==> src/hdl/dhcp6s_pkg.sv <==
// ----------------------------------------------------------------------------
// DHCPv6 option scanner package
// Beat, result and scan state types shared by the scanner modules.
// ----------------------------------------------------------------------------
`default_nettype none

package dhcp6s_pkg;

	localparam logic [15:0] HEADER_BYTES = 16'd4;
	localparam logic [15:0] POS_MAX      = 16'hFFFF;
	localparam logic [1:0]  HDR_TYPE_END = 2'd2;
	localparam logic [1:0]  HDR_LAST     = 2'd3;

	typedef struct packed {
		logic [7:0]  data_byte;
		logic        first_byte;
		logic [15:0] message_length;
		logic        last_byte;
	} beat_t;

	typedef struct packed {
		logic        found;
		logic [15:0] opt_type;
		logic [15:0] option_length;
		logic [15:0] value_offset;
	} result_t;

	typedef struct packed {
		logic [1:0]  header_count;
		logic        skipping;
		logic [15:0] current_type;
		logic [15:0] current_length;
		logic [15:0] bytes_remaining;
		logic [15:0] skip_count;
		logic [15:0] byte_position;
		logic        result_given;
	} scan_state_t;

endpackage

`default_nettype wire

==> src/hdl/dhcp6s_if.sv <==
// ----------------------------------------------------------------------------
// DHCPv6 option scanner channels
// Valid/ready channels for option-area bytes and scan results.
// ----------------------------------------------------------------------------
`default_nettype none

interface dhcp6s_byte_if;
	logic        valid;
	logic        ready;
	logic [7:0]  data_byte;
	logic        first_byte;
	logic [15:0] message_length;
	logic        last_byte;

	modport source (output valid, data_byte, first_byte, message_length, last_byte,
		input ready);
	modport sink (input valid, data_byte, first_byte, message_length, last_byte,
		output ready);
endinterface

interface dhcp6s_result_if;
	logic        valid;
	logic        ready;
	logic        found;
	logic [15:0] opt_type;
	logic [15:0] option_length;
	logic [15:0] value_offset;

	modport source (output valid, found, opt_type, option_length, value_offset,
		input ready);
	modport sink (input valid, found, opt_type, option_length, value_offset,
		output ready);
endinterface

`default_nettype wire

==> src/hdl/dhcp6s_step.sv <==
// ----------------------------------------------------------------------------
// DHCPv6 option scanner step
// Next scan state and result for one option-area byte.
// ----------------------------------------------------------------------------
`default_nettype none

module dhcp6s_step (
	input  var dhcp6s_pkg::scan_state_t state,
	input  var dhcp6s_pkg::beat_t       beat,
	input  var logic [15:0]             target_type,
	output var dhcp6s_pkg::scan_state_t next_state,
	output var logic                    result_valid,
	output var dhcp6s_pkg::result_t     result
);

	dhcp6s_pkg::scan_state_t cur;
	logic [15:0] len_new;
	logic [15:0] br_hdr;

	always_comb begin
		cur = state;
		if (beat.first_byte) begin
			cur = '0;
			cur.bytes_remaining = beat.message_length;
		end
	end

	assign len_new = {cur.current_length[7:0], beat.data_byte};
	assign br_hdr  = cur.bytes_remaining - dhcp6s_pkg::HEADER_BYTES;

	always_comb begin
		next_state   = cur;
		result_valid = 1'b0;
		result       = '0;
		if (!cur.result_given) begin
			if (cur.skipping) begin
				next_state.skip_count = cur.skip_count - 16'd1;
				if (cur.skip_count == 16'd1) begin
					next_state.skipping = 1'b0;
				end
			end else if (cur.header_count != 2'd0 ||
					cur.bytes_remaining >= dhcp6s_pkg::HEADER_BYTES) begin
				if (cur.header_count < dhcp6s_pkg::HDR_TYPE_END) begin
					next_state.current_type = {cur.current_type[7:0], beat.data_byte};
				end else begin
					next_state.current_length = len_new;
				end
				if (cur.header_count == dhcp6s_pkg::HDR_LAST) begin
					next_state.header_count = 2'd0;
					if (br_hdr >= len_new) begin
						if (cur.current_type == target_type) begin
							result_valid = 1'b1;
							result.found = 1'b1;
							result.opt_type = cur.current_type;
							result.option_length = len_new;
							result.value_offset = cur.byte_position + 16'd1;
							next_state.result_given = 1'b1;
							next_state.bytes_remaining = br_hdr;
						end else begin
							next_state.bytes_remaining = br_hdr - len_new;
							if (len_new != 16'd0) begin
								next_state.skipping = 1'b1;
								next_state.skip_count = len_new;
							end
						end
					end else begin
						next_state.bytes_remaining = 16'd0;
					end
				end else begin
					next_state.header_count = cur.header_count + 2'd1;
				end
			end
		end
		if (cur.byte_position != dhcp6s_pkg::POS_MAX) begin
			next_state.byte_position = cur.byte_position + 16'd1;
		end
		if (beat.last_byte) begin
			if (!next_state.result_given) begin
				result_valid = 1'b1;
				result = '0;
			end
			next_state.result_given = 1'b1;
			next_state.bytes_remaining = 16'd0;
			next_state.skipping = 1'b0;
			next_state.skip_count = 16'd0;
			next_state.header_count = 2'd0;
		end
	end

endmodule

`default_nettype wire

==> src/hdl/dhcpv6_option_scanner.sv <==
// ----------------------------------------------------------------------------
// DHCPv6 option scanner
// Walks the TLV options of a DHCPv6 option area and reports the first
// fitting option of the target type, or not-found on the last byte.
// ----------------------------------------------------------------------------
// One option-area byte is taken per clock as long as results are taken; a
// result held at the output stalls the input. A byte is held in an input
// register, the scan state and any result are updated from it, and the
// result sits in an output register, so a result passes the input register
// and the output register before it is offered. The state update loop sets
// the byte rate. Each message gives at most one result beat, and exactly one if it ends with a last byte.
// target_type may be written only while no message is in flight.
`default_nettype none

module dhcpv6_option_scanner (
	input  var logic         clk,
	input  var logic         arst_n,
	input  var logic         cfg_wr_en,
	input  var logic [15:0]  cfg_wr_data,
	dhcp6s_byte_if.sink      in_ch,
	dhcp6s_result_if.source  out_ch
);

	logic [15:0]             target_q;
	logic                    valid_s1;
	dhcp6s_pkg::beat_t       beat_s1;
	dhcp6s_pkg::scan_state_t state_q;
	dhcp6s_pkg::scan_state_t state_d;
	logic                    step_valid;
	dhcp6s_pkg::result_t     step_res;
	logic                    out_valid_q;
	dhcp6s_pkg::result_t     res_q;
	logic                    out_free;
	logic                    advance;
	logic                    in_take;

	always_ff @(posedge clk or negedge arst_n) begin
		if (!arst_n) begin
			target_q <= 16'd0;
		end else if (cfg_wr_en) begin
			target_q <= cfg_wr_data;
		end
	end

	assign out_free    = !out_valid_q || out_ch.ready;
	assign advance     = valid_s1 && (!step_valid || out_free);
	assign in_ch.ready = !valid_s1 || advance;
	assign in_take     = in_ch.valid && in_ch.ready;

	always_ff @(posedge clk or negedge arst_n) begin
		if (!arst_n) begin
			valid_s1 <= 1'b0;
		end else if (in_ch.ready) begin
			valid_s1 <= in_ch.valid;
		end
	end

	always_ff @(posedge clk) begin
		if (in_take) begin
			beat_s1.data_byte      <= in_ch.data_byte;
			beat_s1.first_byte     <= in_ch.first_byte;
			beat_s1.message_length <= in_ch.message_length;
			beat_s1.last_byte      <= in_ch.last_byte;
		end
	end

	dhcp6s_step u_step (
		.state        (state_q),
		.beat         (beat_s1),
		.target_type  (target_q),
		.next_state   (state_d),
		.result_valid (step_valid),
		.result       (step_res)
	);

	always_ff @(posedge clk or negedge arst_n) begin
		if (!arst_n) begin
			state_q <= '0;
		end else if (advance) begin
			state_q <= state_d;
		end
	end

	always_ff @(posedge clk or negedge arst_n) begin
		if (!arst_n) begin
			out_valid_q <= 1'b0;
		end else if (advance && step_valid) begin
			out_valid_q <= 1'b1;
		end else if (out_ch.ready) begin
			out_valid_q <= 1'b0;
		end
	end

	always_ff @(posedge clk) begin
		if (advance && step_valid) begin
			res_q <= step_res;
		end
	end

	assign out_ch.valid         = out_valid_q;
	assign out_ch.found         = res_q.found;
	assign out_ch.opt_type      = res_q.opt_type;
	assign out_ch.option_length = res_q.option_length;
	assign out_ch.value_offset  = res_q.value_offset;

	// hold a stalled byte in the input register
	a_s1_hold: assert property (@(posedge clk) disable iff (!arst_n)
		(valid_s1 && !advance) |=> (valid_s1 && $stable(beat_s1)))
		else $error("input register lost a stalled beat");

	a_notfound_zero: assert property (@(posedge clk) disable iff (!arst_n)
		(out_valid_q && !res_q.found) |->
		(res_q.opt_type == 16'd0 && res_q.option_length == 16'd0 &&
		res_q.value_offset == 16'd0))
		else $error("not-found result carries nonzero fields");

	a_one_result: assert property (@(posedge clk) disable iff (!arst_n)
		(advance && step_valid) |=> state_q.result_given)
		else $error("result given without marking the message done");

endmodule

`default_nettype wire

==> src/flat_wrapper.sv <==
// flat-port wrapper written by rule: the top's interface ports become plain ports
module dhcpv6_option_scanner_flat 
  (clk, arst_n, cfg_wr_en, cfg_wr_data, in_ch_valid, in_ch_data_byte, in_ch_first_byte, in_ch_message_length, in_ch_last_byte, in_ch_ready, out_ch_valid, out_ch_found, out_ch_opt_type, out_ch_option_length, out_ch_value_offset, out_ch_ready);
  dhcp6s_byte_if in_ch_i ();
  dhcp6s_result_if out_ch_i ();
  input  var logic clk;
  input  var logic arst_n;
  input  var logic cfg_wr_en;
  input  var logic [15:0] cfg_wr_data;
  input wire logic [$bits(in_ch_i.valid)-1:0] in_ch_valid;
  input wire logic [$bits(in_ch_i.data_byte)-1:0] in_ch_data_byte;
  input wire logic [$bits(in_ch_i.first_byte)-1:0] in_ch_first_byte;
  input wire logic [$bits(in_ch_i.message_length)-1:0] in_ch_message_length;
  input wire logic [$bits(in_ch_i.last_byte)-1:0] in_ch_last_byte;
  output wire logic [$bits(in_ch_i.ready)-1:0] in_ch_ready;
  output wire logic [$bits(out_ch_i.valid)-1:0] out_ch_valid;
  output wire logic [$bits(out_ch_i.found)-1:0] out_ch_found;
  output wire logic [$bits(out_ch_i.opt_type)-1:0] out_ch_opt_type;
  output wire logic [$bits(out_ch_i.option_length)-1:0] out_ch_option_length;
  output wire logic [$bits(out_ch_i.value_offset)-1:0] out_ch_value_offset;
  input wire logic [$bits(out_ch_i.ready)-1:0] out_ch_ready;
  assign in_ch_i.valid = in_ch_valid;
  assign in_ch_i.data_byte = in_ch_data_byte;
  assign in_ch_i.first_byte = in_ch_first_byte;
  assign in_ch_i.message_length = in_ch_message_length;
  assign in_ch_i.last_byte = in_ch_last_byte;
  assign in_ch_ready = in_ch_i.ready;
  assign out_ch_valid = out_ch_i.valid;
  assign out_ch_found = out_ch_i.found;
  assign out_ch_opt_type = out_ch_i.opt_type;
  assign out_ch_option_length = out_ch_i.option_length;
  assign out_ch_value_offset = out_ch_i.value_offset;
  assign out_ch_i.ready = out_ch_ready;
  dhcpv6_option_scanner u_core (.clk(clk), .arst_n(arst_n), .cfg_wr_en(cfg_wr_en), .cfg_wr_data(cfg_wr_data), .in_ch(in_ch_i), .out_ch(out_ch_i));
endmodule
==> config.mk <==
export PLATFORM = sky130hd
export DESIGN_NAME = dhcpv6_option_scanner_flat
export DESIGN_NICKNAME = d
export VERILOG_FILES = /design/src/hdl/dhcp6s_pkg.sv /design/src/hdl/dhcp6s_if.sv /design/src/hdl/dhcp6s_step.sv /design/src/hdl/dhcpv6_option_scanner.sv /design/src/flat_wrapper.sv
export SDC_FILE = /design/constraint.sdc
export NUM_CORES = 1
export LEC_CHECK = 0
export BUFFER_PORTS_ARGS = -buffer_cell sky130_fd_sc_hd__clkbuf_2
export CAP_MARGIN = 40
export CORE_MARGIN = 2
export CORE_UTILIZATION = 50
export DETAILED_ROUTE_END_ITERATION = 10
export PLACE_DENSITY = 0.68
export SLEW_MARGIN = 20
export SYNTH_ARGS = -nofsm -noshare
export SYNTH_HDL_FRONTEND = slang
export SYNTH_HIERARCHICAL = 1
export SYNTH_SLANG_ARGS = --single-unit
==> constraint.sdc <==
create_clock -name clk -period 8 [get_ports clk]
set_input_delay 1.6 -clock clk [delete_from_list [all_inputs] [get_ports clk]]
set_output_delay 1.6 -clock clk [all_outputs]
set_load 0.01 [all_outputs]
==> results of run 1 <==
==> worst min-delay path: stages, from the launching register on <==
cell and delay [ps]:
dfrtp_1 370, nand2b_1 80, o211ai_2 60
==> flip-flops by register name, summed over array words and instances (netlist names) <==
name	cells
u_core/out_ch.found	1
u_core/out_ch.opt_type	16
u_core/out_ch.valid	1
u_core/valid_s1	1
u_core/state_q	76
u_core/out_ch.value_offset	16
u_core/out_ch.option_length	16
u_core/beat_s1	26
u_core/target_q	16
==> metal layers <==
metal	GRT usage, %	part of all wire [%]	up-vias
met5	0	0	-
met4	8.182	2.2	0
met3	3.422	6.2	54
met2	40.96	47	383
met1	36.24	45	4833
li1	-	-	4588
==> path summary, 6_finish.rpt <==
kind / endpoint / slack, ps
setup / recovery: in_ch_ready / 1150
hold / removal: u_core/state_q[36] / 540
setup reg to reg: u_core/beat_s1[7] / 1840
hold reg to reg: u_core/state_q[36] / 540
max in group asynchronous: u_core/valid_s1 / 5830
min in group asynchronous: u_core/target_q[7] / 1160
==> cell usage in the layout, fill, tap and decap left out, types with 35 or more instances in the layout <==
cell type,instances
o211ai_2,53
dfrtp_1,92
nand2b_1,81
edfxtp_1,75
mux2i_1,39
nand4b_1,76
o21ai_0,35
a21oi_1,40
nand2_1,154
xnor2_1,37
clkbuf_2,96
nor2_1,119
==> final cells by class <==
class,count,area [sq um],area share (%)
multi-input combinational,953,6529,50.60
sequential,169,4609,35.72
timing repair buffer,117,688.2,5.333
clock buffer,17,425.4,3.297
tap,319,399.1,3.093
clock inverter,15,151.4,1.173
inverter,27,101.3,0.7854
==> power groups by stage <==
stage	Combinational, uW	Clock [uW]	Sequential (uW)
6_report	652	819	1100
5_1_grt	718	864	1110
4_1_cts	644	833	1100
3_5_place_dp	639	0	1110
3_3_place_gp	627	0	1110
2_1_floorplan	509	0	1070
==> per-stage QoR <==
| step | cells | power, uW |
|---|---|---|
| after floorplan | 1245 | 1578 |
| after global placement | 1582 | 1737 |
| after detailed placement | 1584 | 1754 |
| after CTS | 1616 | 2573 |
| after global routing | 1617 | 2692 |
| final | 1617 | 2572 |
==> results.md, run 1 <==
* Hold path startpoint: u_core/state_q[36]
* Clock Sinks at 169
* Site row count at 56
* Psw at roughly 900 uW
* Post-layout min period at 6852 ps
* Fillers at between 2000 and 2500
* Hold-fix buffers at CTS at 0
* Sequential Power Share at between 40% and 50%
* Final period util at 85.64%
* Outcome: complete, no violations
* Internal Power at 1675 uW
* Path type of the worst min-delay path: flip-flop to flip-flop
* Crit-path cells: mux2i_1 > o211ai_1 > or3_1 > nor2_1 > nand2_1 > xor2_1 > ha_1 > a21o_1 > a21oi_1 > or3b_2 > o21ai_1 > nand2b_2 > nor3_2 > nor2_1 > nor2_4 > nand3_1 > clkbuf_2
* Hold path depth at 2
* Global Route Usage Sum at about 26%
* Core Util, Final at 55.30%
* DP Area at around 12000 sq um
* CTS clk-pin slew, worst paths at around 70 ps
* WHS at approximately 540 ps
* Setup TNS at 0 ps
* FF-to-FF Start: u_core/beat_s1[17]
* Clock power frac at a little under a third
* Vias in the first global route at about 9400
* Setup crit start kind: flip-flop
* Relative slew slack at between 40% and 50%
* R2R depth at 20
* Worst path buffer plus inverter count at 1
* Switching portion of total power at 34.86%
* Unrepaired setup endpoints after global routing: false
* Setup violators final at 0
* Final wirelength at between 30 and 40 mm
* P&R area growth vs syn at 9.422%
* Leak at roughly 0.0053 uW
* # nets final at around 1400
* Die Height at approximately 160 um
* Clock root cell: clkbuf_16
* WP data required at about 6400 ps
* Synth warn at 6
* PD cells at between 150 and 200 nW/um^2
* Core Region at around 23000 sq um
* Initial Utilization at between 50% and 60%
* Worst-path maximum fanout at 15
* TritonCTS clock tree: done
* Final antenna diode count at 0
* Post-placement worst setup slack at between 1500 and 2000 ps
* Critical Path Most Common Cell: nor2_1
* Finished Cell Area at about 13000 sq um
* Worst-skew pair later-pin latency at 430 ps
* Worst Setup End Kind: output port
* Ports at 98
* Gpl congestion at approximately 0.96
* Crit Path Class: flip-flop to output port
* Critical Path Start: u_core/beat_s1[17]
* Pin count of the biggest net entering global routing at slightly below 90
* Fin worst setup slack at between 1000 and 1500 ps
* Die width at 157.6 um
* Drt first pass iters at 7
* Synth Net Count at approximately 1300
* Clk_skew at around 12 ps
* Iter 0 DRT Violations at 885
* Syn Inst Count at ~1200
* Die area at 24830 sq um
* Routed vias/inst at about 6.1
* Slowest-stage cell, CP: edfxtp_1
* Syn Area/Cell at 9.472 sq um
* Total number of vias at roughly 9900
* Slew Limit Fails at 0
* PortBufs at 97
* Max incr delay on CP at ~730 ps
* Routed Antenna Nets at 0
* Final HPWL DP at 20.51 mm
* Drc violations at 0
* Worst EP arrival at ~5300 ps
* Max-Cap Viols at 0
* Clock buffer depth at 2
* Worst VDD drop at approximately 0.00012 V
* Comb power frac at 25.3%
* Slew @ Worst Pin at around 850 ps
* First-pass GRT wire length at a little over 50 mm
* Postcts setup bufs at 0
* Initial antenna violation count at 0
* Drt wl/cell at between 15 and 20 um
* GRT overflow at 0
* Final-report hold violation count at 0
* Max Fclk at roughly 0.15 GHz
* Layout cells sized above 1 at 19.26%
* Resized cells post-CTS at 0
* Worst path depth at 17
* Cell family with most CP delay: simple AND/OR/NAND/NOR gates
* CTS H-tree lvls at 4
* Cell Area, Synth at about 12000 sq um
* CTS Buf Count at 17
No activity file was read; power rests on OpenSTA's default activity.
==> inputs of run 2 (changes only) <==
--- a/config.mk
+++ b/config.mk
@@ -5,9 +5,9 @@
 export SDC_FILE = /design/constraint.sdc
 export NUM_CORES = 1
 export LEC_CHECK = 0
-export BUFFER_PORTS_ARGS = -buffer_cell sky130_fd_sc_hd__clkbuf_2
+export BUFFER_PORTS_ARGS = -buffer_cell sky130_fd_sc_hd__buf_2
 export CAP_MARGIN = 40
-export CORE_MARGIN = 2
+export CORE_MARGIN = 5
 export CORE_UTILIZATION = 50
 export DETAILED_ROUTE_END_ITERATION = 10
 export PLACE_DENSITY = 0.68
==> run 2 against run 1 <==
Net effect: register-to-register slack lost 100 ps; first-iteration DRC count down 1.4%; maximum frequency is 1.2% lower; worst setup slack worse by 82 ps; design area increased by 0.33%; wire length fell by 1.1%; combinational power hardly changed; global-route usage decreased by 2.3 points; core utilization rose by 0.18 points; non-clock buffer count unchanged; largest power group unchanged.
==> results.md, run 2 (synthesis gave the netlist of run 1 again) <==
* Outcome: complete, no violations
* Most common cell after layout, fill and taps aside: nand2_1
* Core Region at ~23000 sq um
* Iter 0 DRT Violations at 873
* Ports at slightly below 100
* Met1 GRT Util at between 30% and 40%
* Final wirelength at 31.16 mm
* TritonCTS clock tree: done
* Clk_skew at ~11 ps
* Worst VDD drop at between 0.0001 and 0.00015 V
* Leak at approximately 0.0053 uW
* Max-Cap Viols at 0
* Die area at 26760 sq um
* Finished Cell Area at around 13000 sq um
* WP data required at between 6000 and 7000 ps
* Worst Setup End Kind: output port
* Reg with most FFs: u_core/state_q
* # nets final at 1356
* Global Route Usage Sum at a little under a quarter
* Gpl congestion at around 0.91
* Resized cells post-CTS at 0
* GRT overflow at 0
* Setup crit start kind: flip-flop
* Layout cells sized above 1 at between 10% and 20%
* CTS clk-pin slew, worst paths at ~80 ps
* Initial Utilization at slightly above 50%
* Relative slew slack at between 40% and 50%
* Final period util at a little under 90%
* Clock buffer depth at 2
* Met3 track demand over resource at around 3.8%
* Worst-path maximum fanout at 17
* CTS H-tree lvls at 4
* Post-layout min period at about 7000 ps
* Worst EP arrival at between 5000 and 6000 ps
* Crit Path Class: flip-flop to output port
* PD cells at between 150 and 200 nW/um^2
* Total number of vias at a little under 10000
* Tot Pwr at 2570 uW
* Final antenna diode count at 0
* Vias in the first global route at around 9400
* Pin count of the biggest net entering global routing at 81
* Final HPWL DP at roughly 20 mm
* DP Area at 12290 sq um
* Largest regs: u_core/state_q: 76 flops, u_core/beat_s1: 26 flops
* Fillers at roughly 2100
* First-pass GRT wire length at approximately 50 mm
* Setup TNS at 0 ps
* Unrepaired setup endpoints after global routing: false
* Die width at roughly 160 um
* Final-report hold violation count at 0
* Worst-skew pair later-pin latency at around 440 ps
* Postcts setup bufs at 0
* CTS Buf Count at 17
* Routed vias/inst at 6.030
* Site row count at 56
* Die Height at 163.6 um
* Hold-fix buffers at CTS at 0
* Drt wl/cell at 19.27 um
* Slew @ Worst Pin at approximately 850 ps
* Initial antenna violation count at 0
* GR Util met2 at around 38%
* GR peak layer: met2
* Clock Sinks at between 150 and 200
* PortBufs at between 90 and 100
* Drc violations at 0
* Path type of the worst min-delay path: flip-flop to flip-flop
* Clock root cell: clkbuf_16
* Flip-flop count of the largest register after layout at 76
* Routed Antenna Nets at 0
* Drt first pass iters at 5
* Setup violators final at 0
* Core Util, Final at 55.49%
* Slew Limit Fails at 0
* Commonest non-fill, non-tap cells in the layout: 154 x nand2_1, 119 x nor2_1, 96 x buf_2
* Max Fclk at about 0.14 GHz
* P&R area growth vs syn at 9.783%
[run 2: critical path: stages (launching register included)]
cell	delay [ps]
edfxtp_1	760
mux2i_1	480
o211ai_1	260
or3_1	460
nor2_1	180
nand2_1	90
xor2_1	180
ha_1	390
a21o_1	200
a21oi_1	180
or3b_2	450
o21ai_1	370
nand2b_2	260
nor3_2	70
nor2_1	170
nor2_4	50
nand3_1	170
buf_2	160
[run 2: per-layer routing]
| layer | vias up | share of wire, % |
|---|---|---|
| met5 | - | 0 |
| met4 | 0 | 2.4 |
| met2 | 336 | 47 |
| met1 | 4764 | 45 |
| li1 | 4594 | - |
| met3 | 56 | 6.2 |
[run 2: layout make-up]
type	count	area, sq um	share of cell area [%]
Timing Repair Buffer	117	726.9	5.615
Clock buffer	17	425.4	3.286
Inverter	27	101.3	0.7828
Tap cell	319	399.1	3.083
Clock inverter	15	155.1	1.198
Multi-Input combinational cell	953	6529	50.43
Sequential cell	169	4609	35.60
[run 2: through the flow]
step	setup WS [ps]	cells	hold WS [ps]
after floorplan	972.1	1245	483.5
after global placement	1775	1580	517.9
after detailed placement	1572	1582	527.2
after CTS	1077	1614	546.9
after global routing	606.3	1617	553.6
final	1066	1617	546.4
[run 2: path summary, 6_finish.rpt]
path	start	end	slack, ps	cells past startpoint
min in group asynchronous	arst_n	u_core/state_q[76]	1120	1
max in group asynchronous	arst_n	u_core/state_q[39]	5950	3
hold reg to reg	u_core/state_q[44]	u_core/state_q[44]	550	2
hold / removal	u_core/state_q[44]	u_core/state_q[44]	550	2
setup reg to reg	u_core/beat_s1[17]	u_core/out_ch.opt_type[2]	1740	20
setup / recovery	u_core/beat_s1[17]	in_ch_ready	1070	17
[run 2: report_power, final]
part           internal, uW  total (uW)  switching [uW]
Combinational           282         653             371
Clock                   418         819             402
Sequential              979        1100             119
Total                  1680        2570             892
